## src/rtl/catan_pkg.sv

```systemverilog
// shared types, constants and the arctangent table for the cordic atan2 unit
package catan_pkg;

  localparam int ITERS      = 16;
  localparam int ITER_W     = 4;
  localparam int WORD_W     = 34;
  localparam int Z_W        = 20;
  localparam int ANGLE_W    = 12;
  localparam int FRAC_SHIFT = 8;

  typedef logic signed [WORD_W-1:0] word_t;
  typedef logic signed [Z_W-1:0]    zacc_t;

  localparam word_t NORM_HIGH   = word_t'(1 << 20);
  localparam word_t NORM_LOW    = word_t'(1 << 18);
  localparam zacc_t FRAC_HALF   = zacc_t'((1 << FRAC_SHIFT) / 2);
  localparam logic [ANGLE_W-1:0] HALF_TURN = ANGLE_W'((1 << ANGLE_W) / 2);
  localparam logic [ITER_W-1:0]  ITER_LAST = ITER_W'(ITERS - 1);

  typedef struct packed {
    logic signed [31:0] vec_y;
    logic signed [31:0] vec_x;
  } in_payload_t;

  typedef struct packed {
    logic [ANGLE_W-1:0] angle;
  } out_payload_t;

  typedef enum logic [2:0] {
    OP_HOLD = 3'd0,
    OP_LOAD = 3'd1,
    OP_SHR  = 3'd2,
    OP_SHL  = 3'd3,
    OP_ROT  = 3'd4
  } op_t;

  typedef struct packed {
    op_t               op;
    logic [ITER_W-1:0] iter;
  } ctrl_t;

  typedef struct packed {
    logic need_shr;
    logic can_shl;
  } status_t;

  // arctan(2^-i) in 1/256 of an angle unit
  function automatic zacc_t atan_entry(input logic [ITER_W-1:0] idx);
    zacc_t v;
    case (idx)
      4'd0:    v = 20'sd131072;
      4'd1:    v = 20'sd77376;
      4'd2:    v = 20'sd40884;
      4'd3:    v = 20'sd20753;
      4'd4:    v = 20'sd10417;
      4'd5:    v = 20'sd5213;
      4'd6:    v = 20'sd2607;
      4'd7:    v = 20'sd1304;
      4'd8:    v = 20'sd652;
      4'd9:    v = 20'sd326;
      4'd10:   v = 20'sd163;
      4'd11:   v = 20'sd81;
      4'd12:   v = 20'sd41;
      4'd13:   v = 20'sd20;
      4'd14:   v = 20'sd10;
      4'd15:   v = 20'sd5;
      default: v = 20'sd0;
    endcase
    return v;
  endfunction

endpackage

```

## src/rtl/catan_stream_if.sv

```systemverilog
// valid/ready stream interface with a typed payload
interface catan_stream_if #(parameter type payload_t = logic);
  logic     valid;
  logic     ready;
  payload_t data;

  modport source (output valid, output data, input ready);
  modport sink   (input valid, input data, output ready);
endinterface

```

## src/rtl/catan_datapath.sv

```systemverilog
// vector and angle registers with the shared shift/add unit of the cordic
module catan_datapath (
  input  logic                          clk,
  input  catan_pkg::ctrl_t              ctrl,
  input  catan_pkg::in_payload_t        load_data,
  output catan_pkg::status_t            status,
  output logic [catan_pkg::ANGLE_W-1:0] angle
);

  catan_pkg::word_t x;
  catan_pkg::word_t y;
  catan_pkg::zacc_t z;
  logic             half;

  catan_pkg::word_t lx;
  catan_pkg::word_t ly;
  catan_pkg::word_t xs;
  catan_pkg::word_t ys;
  catan_pkg::zacc_t arc;
  logic             y_pos;

  logic [catan_pkg::Z_W-1:0]     z_mag;
  logic [catan_pkg::Z_W-1:0]     z_rnd;
  logic [catan_pkg::ANGLE_W-1:0] r_mag;
  logic [catan_pkg::ANGLE_W-1:0] r_sgn;

  assign lx    = catan_pkg::word_t'(load_data.vec_x);
  assign ly    = catan_pkg::word_t'(load_data.vec_y);
  assign xs    = x >>> ctrl.iter;
  assign ys    = y >>> ctrl.iter;
  assign arc   = catan_pkg::atan_entry(ctrl.iter);
  assign y_pos = (y > catan_pkg::word_t'(0));

  assign status.need_shr = (x > catan_pkg::NORM_HIGH) || (y > catan_pkg::NORM_HIGH) ||
                           (y < -catan_pkg::NORM_HIGH);
  assign status.can_shl  = (x < catan_pkg::NORM_LOW) && (y < catan_pkg::NORM_LOW) &&
                           (y > -catan_pkg::NORM_LOW);

  always_ff @(posedge clk) begin
    case (ctrl.op)
      catan_pkg::OP_LOAD: begin
        if (load_data.vec_x[31]) begin
          x <= -lx;
          y <= -ly;
        end else begin
          x <= lx;
          y <= ly;
        end
        half <= load_data.vec_x[31];
        z    <= '0;
      end
      catan_pkg::OP_SHR: begin
        x <= x >>> 1;
        y <= y >>> 1;
      end
      catan_pkg::OP_SHL: begin
        x <= x <<< 1;
        y <= y <<< 1;
      end
      catan_pkg::OP_ROT: begin
        if (y_pos) begin
          x <= x + ys;
          y <= y - xs;
          z <= z + arc;
        end else begin
          x <= x - ys;
          y <= y + xs;
          z <= z - arc;
        end
      end
      default: begin
      end
    endcase
  end

  // round half away from zero, drop the fraction, add the half turn
  assign z_mag = z[catan_pkg::Z_W-1] ? catan_pkg::Z_W'(-z) : catan_pkg::Z_W'(z);
  assign z_rnd = z_mag + catan_pkg::Z_W'(catan_pkg::FRAC_HALF);
  assign r_mag = catan_pkg::ANGLE_W'(z_rnd >> catan_pkg::FRAC_SHIFT);
  assign r_sgn = z[catan_pkg::Z_W-1] ? (catan_pkg::ANGLE_W'(0) - r_mag) : r_mag;
  assign angle = r_sgn + (half ? catan_pkg::HALF_TURN : catan_pkg::ANGLE_W'(0));

endmodule

```

## src/rtl/cordic_atan2_unit.sv

```systemverilog
// top level of the cordic vectoring atan2 unit: sequencer and output register
//
//   channel  dir  payload                     meaning
//   vec      in   vec_y[31:0], vec_x[31:0]    signed vector, two's complement
//   ang      out  angle[11:0]                 angle, 4096 units per turn
//
// one transaction at a time: vec.ready is high only while the sequencer idles
// a transaction loads the vector, does r right shifts (0..11) and l left
// shifts (0..18) of normalisation, one bit per cycle, then 16 rotations
// through the shared shift/add stage; a zero vector skips to the final step
// the result sits in an output register, so a stalled ang holds only the
// final step, and the sequencer waits there until the register frees up
// rst is synchronous and clears the sequencer and the output valid only
module cordic_atan2_unit (
  input logic            clk,
  input logic            rst,
  catan_stream_if.sink   vec,
  catan_stream_if.source ang
);

  typedef enum logic [4:0] {
    ST_IDLE   = 5'b00001,
    ST_NORM_R = 5'b00010,
    ST_NORM_L = 5'b00100,
    ST_ROTATE = 5'b01000,
    ST_DONE   = 5'b10000
  } state_t;

  state_t                          state;
  state_t                          state_next;
  logic [catan_pkg::ITER_W-1:0]    iter;
  logic [catan_pkg::ITER_W-1:0]    iter_next;
  logic                            res_valid;
  logic [catan_pkg::ANGLE_W-1:0]   res_angle;

  catan_pkg::ctrl_t                ctrl;
  catan_pkg::status_t              status;
  logic [catan_pkg::ANGLE_W-1:0]   dp_angle;
  logic                            accept;
  logic                            zero_vec;
  logic                            res_load;

  assign vec.ready = (state == ST_IDLE);
  assign accept    = vec.valid && vec.ready;
  assign zero_vec  = (vec.data.vec_y == 32'sd0) && (vec.data.vec_x == 32'sd0);
  // the output register takes the angle once the previous one has gone
  assign res_load  = (state == ST_DONE) && (!res_valid || ang.ready);

  // sequencer: one datapath operation per cycle
  always_comb begin
    state_next = state;
    iter_next  = iter;
    ctrl.op    = catan_pkg::OP_HOLD;
    ctrl.iter  = iter;
    case (state)
      ST_IDLE: begin
        if (accept) begin
          ctrl.op = catan_pkg::OP_LOAD;
          // a zero vector skips normalisation and rotation, z stays at zero
          state_next = zero_vec ? ST_DONE : ST_NORM_R;
        end
      end
      ST_NORM_R: begin
        if (status.need_shr) begin
          ctrl.op = catan_pkg::OP_SHR;
        end else begin
          state_next = ST_NORM_L;
        end
      end
      ST_NORM_L: begin
        if (status.can_shl) begin
          ctrl.op = catan_pkg::OP_SHL;
        end else begin
          state_next = ST_ROTATE;
          iter_next  = '0;
        end
      end
      ST_ROTATE: begin
        ctrl.op   = catan_pkg::OP_ROT;
        iter_next = iter + 1'b1;
        if (iter == catan_pkg::ITER_LAST) begin
          state_next = ST_DONE;
        end
      end
      ST_DONE: begin
        if (res_load) begin
          state_next = ST_IDLE;
        end
      end
      default: begin
        state_next = ST_IDLE;
      end
    endcase
  end

  always_ff @(posedge clk) begin
    if (rst) begin
      state     <= ST_IDLE;
      iter      <= '0;
      res_valid <= 1'b0;
    end else begin
      state <= state_next;
      iter  <= iter_next;
      if (res_load) begin
        res_valid <= 1'b1;
      end else if (ang.ready) begin
        res_valid <= 1'b0;
      end
    end
  end

  // payload register, no reset needed
  always_ff @(posedge clk) begin
    if (res_load) begin
      res_angle <= dp_angle;
    end
  end

  assign ang.valid      = res_valid;
  assign ang.data.angle = res_angle;

  catan_datapath u_datapath (
    .clk       (clk),
    .ctrl      (ctrl),
    .load_data (vec.data),
    .status    (status),
    .angle     (dp_angle)
  );

  // rotations always start from a fully normalised vector
  a_rot_entry: assert property (@(posedge clk) disable iff (rst)
    $rose(state == ST_ROTATE) |-> $past(state == ST_NORM_L))
    else $error("rotation entered without normalisation");

  a_iter_start: assert property (@(posedge clk) disable iff (rst)
    (state == ST_NORM_L && state_next == ST_ROTATE) |=> (iter == '0))
    else $error("rotation counter not cleared at start");

  // left shifting never pushes the vector past the upper bound
  a_norm_bound: assert property (@(posedge clk) disable iff (rst)
    (state == ST_NORM_L) |-> !status.need_shr)
    else $error("vector above bound during left normalisation");

  a_res_src: assert property (@(posedge clk) disable iff (rst)
    $rose(res_valid) |-> $past(state == ST_DONE))
    else $error("result raised outside the final step");

endmodule

```

## src/flat_wrapper.sv

```systemverilog
// flat-port wrapper written by rule: the top's interface ports become plain ports
module cordic_atan2_unit_flat 
  (clk, rst, vec_valid, vec_data, vec_ready, ang_valid, ang_data, ang_ready);
  catan_stream_if #(.payload_t(catan_pkg::in_payload_t)) vec_i ();
  catan_stream_if #(.payload_t(catan_pkg::out_payload_t)) ang_i ();
  input logic clk;
  input logic rst;
  input wire logic [$bits(vec_i.valid)-1:0] vec_valid;
  input wire logic [$bits(vec_i.data)-1:0] vec_data;
  output wire logic [$bits(vec_i.ready)-1:0] vec_ready;
  output wire logic [$bits(ang_i.valid)-1:0] ang_valid;
  output wire logic [$bits(ang_i.data)-1:0] ang_data;
  input wire logic [$bits(ang_i.ready)-1:0] ang_ready;
  assign vec_i.valid = vec_valid;
  assign vec_i.data = vec_data;
  assign vec_ready = vec_i.ready;
  assign ang_valid = ang_i.valid;
  assign ang_data = ang_i.data;
  assign ang_i.ready = ang_ready;
  cordic_atan2_unit u_core (.clk(clk), .rst(rst), .vec(vec_i), .ang(ang_i));
endmodule
```

## config.mk

```make
export PLATFORM = sky130hd
export DESIGN_NAME = cordic_atan2_unit_flat
export DESIGN_NICKNAME = d
export VERILOG_FILES = /design/src/rtl/catan_pkg.sv /design/src/rtl/catan_stream_if.sv /design/src/rtl/catan_datapath.sv /design/src/rtl/cordic_atan2_unit.sv /design/src/flat_wrapper.sv
export SDC_FILE = /design/constraint.sdc
export NUM_CORES = 1
export LEC_CHECK = 0
export BUFFER_PORTS_ARGS = -buffer_cell sky130_fd_sc_hd__buf_4
export CORE_MARGIN = 4
export CORE_UTILIZATION = 25
export DETAILED_ROUTE_END_ITERATION = 7
export PLACE_DENSITY = 0.49
export SLEW_MARGIN = 10
export SYNTH_ARGS = -nofsm -noshare
export SYNTH_HDL_FRONTEND = slang
export SYNTH_SLANG_ARGS = --single-unit
```

## constraint.sdc

```tcl
create_clock -name clk -period 6.2 [get_ports clk]
set_clock_uncertainty 0.2 [all_clocks]
set_input_delay 0 -clock clk [delete_from_list [all_inputs] [get_ports clk]]
set_output_delay 0 -clock clk [all_outputs]
set_load 0.1 [all_outputs]
```

==> metrics.yaml <==
sta:
  fin_setup_tns_ns: 0
  clock.fmax_mhz: 168
  worstMarginPinSlew_ns: 1.04
  grt_setup_unrepaired: "false"
  post-route-min-period_ns: 5.97
  fin_crit_sh_pct: 96.3
  final_hold_viol_count: 0
  drv_slew: 0
  slew-limit-headroom_pct: 30.4
  finalSetupViolations: 0
  setup_slack_ns: 0.231
  fin_hold_ws_ns: 0.132
setup_path:
  worstSetupPathDepth: 19
  worst-r2r-setup-slack_ns: 0.23
  critPathMaxFanout: 5
  worst-setup-path-type: "flop to flop"
  crit_slowest_cell: "nor3_1"
  critPathArrivalTime_ns: 6.07
  r2r_cells: 19
  cp-end-kind: "flop"
  path_buf_inv: 2
  endpoint: "u_core.u_datapath.x[30]"
  crit_family: "simple AND/OR/NAND/NOR gates"
  start_kind: "flop"
  slowest_delay_ns: 0.53
  r2r_end: "u_core.u_datapath.x[30]"
  r2r_start: "u_core.u_datapath.y[16]"
  worstPathCellList: "nor4_1, nand4_1, buf_4, or3_1, nand2b_2, nor2_1, xor2_1, ha_1, nor2b_1, o21ai_0, a21boi_0, o21ai_0, a211oi_1, nor3_1, o31ai_1, buf_4, a41oi_1, mux2_2, o221ai_1"
  startpoint: "u_core.u_datapath.y[16]"
  cp_data_required_time_ns: 6.30
cts:
  ctsRootBufferMaster: "clkbuf_16"
  clkTransAtPathRegs_ns: 0.07
  cts_tree: "done"
  clock-sinks: 129
  max-clock-path-buffers: 2
  clkLatencyLatePin_ns: 0.48
  htree_levels: 4
  numCtsBuffers: 17
floorplanning:
  start_util_pct: 25.2
  dieHeight_um: 273
  io_pins: 82
  coreArea_mm2: 0.0699
  row_count: 97
  die_w_um: 273
  die_area_mm2: 0.0747
detailed_routing:
  routedWlPerCell_um: 19.4
  drtIter0Drc: 1398
  drt-total-wl_um: 62700
  drcViolationCount: 0
  first_pass_iters: 6
  via_per_inst: 5.45
  vias: 17600
  ant_nets: 0
synthesis:
  ys.flop_type: "edfxtp_1"
  avgSynthCellArea_um2: 8.34
  syn_area_mm2: 0.0176
  async_flop_share_pct: 0
  yosys.area.top_type_share_pct: 17.2
  synth_edf_count: 101
  synth_warnings: 0
  syn_nets: 2279
  ys_types: 89
  yosys.area.top_type: "edfxtp_1"
  synth_most_common_cell: "nand2_1"
  ys_ff_latch: 129
  ys_top_cells_by_count: "nand2_1, o21ai_0, nor2_1"
  synth_area_leaders: "edfxtp_1, mux4_2, ha_1"
  yosysSeqAreaShare_pct: 20.4
  syn_inst: 2109
pwr:
  peakVddDrop_mv: 0.160
  p_leak_nw: 7.91
  switching_share_pct: 41.4
  clkPwrFrac_pct: 23.0
  intPower_mw: 2.78
  comb_power_share_pct: 52.1
  netSwitchingPower_mw: 1.96
  pwr-share-seq_pct: 24.8
  pwr_density_cell_mw_per_mm2: 222
grt:
  grt_max_degree: 82
  grt_usage_pct: 16.2
  first_global_vias: 17200
  overflow: 0
  grt_pass1_wl_um: 96800
  antenna_found_initial: 0
finish:
  diodes: 0
  drive_above_1_share_pct: 15.8
  finalNetCount: 2454
  syn2layout_area_growth_pct: 21.2
  layoutNonFillerInstCount: 3237
placement:
  port_buffers: 81
  place_ws_ns: -0.0605
  dp.cells: 3102
  place_hpwl_um: 47300
  gp_congestion: 0.910
outcome:
  status: "finished, final reports clean"
worst_hold_path:
  min_path_cells: 3
  hp-class: "input pin to flop"
run:
  cap_violations: 0
[through the flow]
step	total power, mW	cell area, um2	util [%]
after CTS	4.78	21300	30.4
after global placement	3.56	19700	28.1
after detailed placement	3.57	19700	28.1
after global routing	5.06	21300	30.5
final	4.74	21300	30.5
after floorplan	2.87	17600	-
[area by class of cell]
type | instances | area (um2)
sequential | 129 | 3600
clock buffer | 20 | 447
fill | 7420 | 48600
multi-input combinational | 1795 | 13300
tap | 940 | 1180
timing repair buffer | 285 | 2440
clock inverter | 12 | 158
inverter | 56 | 210
[repair_timing]
action / 4_1_cts / 5_1_grt
endpoints found under the setup margin: 1 / 14
buffers inserted: 0 / 4
pin swaps: 0 / 1
hold buffers: 99 / 0
hold endpoints to repair: 79 / 0
resized for setup: 1 / 0
[routing by layer]
layer | global-route usage [%] | wire length (um) | vias to the layer above
li1 | - | - | 8417
met1 | 19.7 | 26300 | 8520
met2 | 28.1 | 30400 | 572
met3 | 2.31 | 3230 | 117
met4 | 7.96 | 2840 | 0
met5 | 0 | 0 | -
[power groups by stage]
stage	registers [mW]	clock network (mW)	logic (mW)
floorplan	1.16	0	1.71
global placement	1.19	0	2.37
detailed placement	1.19	0	2.38
CTS	1.18	1.14	2.46
global route	1.19	1.15	2.72
finish	1.18	1.09	2.47
[tightest hold or removal path, cell delays in order]
cell	delay (ns)
dlygate4sd3_1	0.53
buf_4	0.18
nor2_1	0.06
[state kept, by name (all words and copies together) (netlist names)]
name and cells:
u_core.u_datapath.x 34, u_core.u_datapath.y 34, u_core.u_datapath.z 20, u_core.u_datapath.arc 18, u_core.ang.data 12, u_core.state 5, u_core.iter 4, u_core.ang.valid 1
u_core.u_datapath.half 1
[logic make-up (layout without fill, tap and decap cells)]
kind of cell / after synthesis / after routing / share of synthesized area, %
AOI/OAI and AO/OA: 645 / 645 / 24.5
DFF: 129 / 129 / 20.4
adders and majority gates: 102 / 102 / 7.38
buffers and inverters: 185 / 373 / 4.24
muxes: 162 / 162 / 13.5
and+or+nand+nor: 660 / 660 / 18.6
xor gates and xnor gates: 226 / 226 / 11.3
[worst min-delay path by stage]
stage | from | to | slack, ns
after floorplan | vec_data[31] | u_core.u_datapath.half | -0.10
after global placement | rst | u_core.state[3] | 0.07
after detailed placement | rst | u_core.state[3] | 0.07
after CTS | rst | u_core.state[3] | 0.08
after global routing | rst | u_core.state[3] | 0.14
final | rst | u_core.state[4] | 0.13
[cells in the final DEF, fill, tap and decap left out, drive strengths merged, types with 36 or more instances in the layout]
master / n
a21o: 39
a21oi: 120
a222oi: 44
buf: 186
dlygate4sd3: 99
edfxtp: 101
ha: 99
inv: 55
mux2: 47
mux2i: 59
mux4: 56
nand2: 199
nand3: 36
nor2: 159
nor3: 38
o21ai: 183
o31ai: 50
xnor2: 139
xor2: 87
Power figures use the tool's default switching activity.
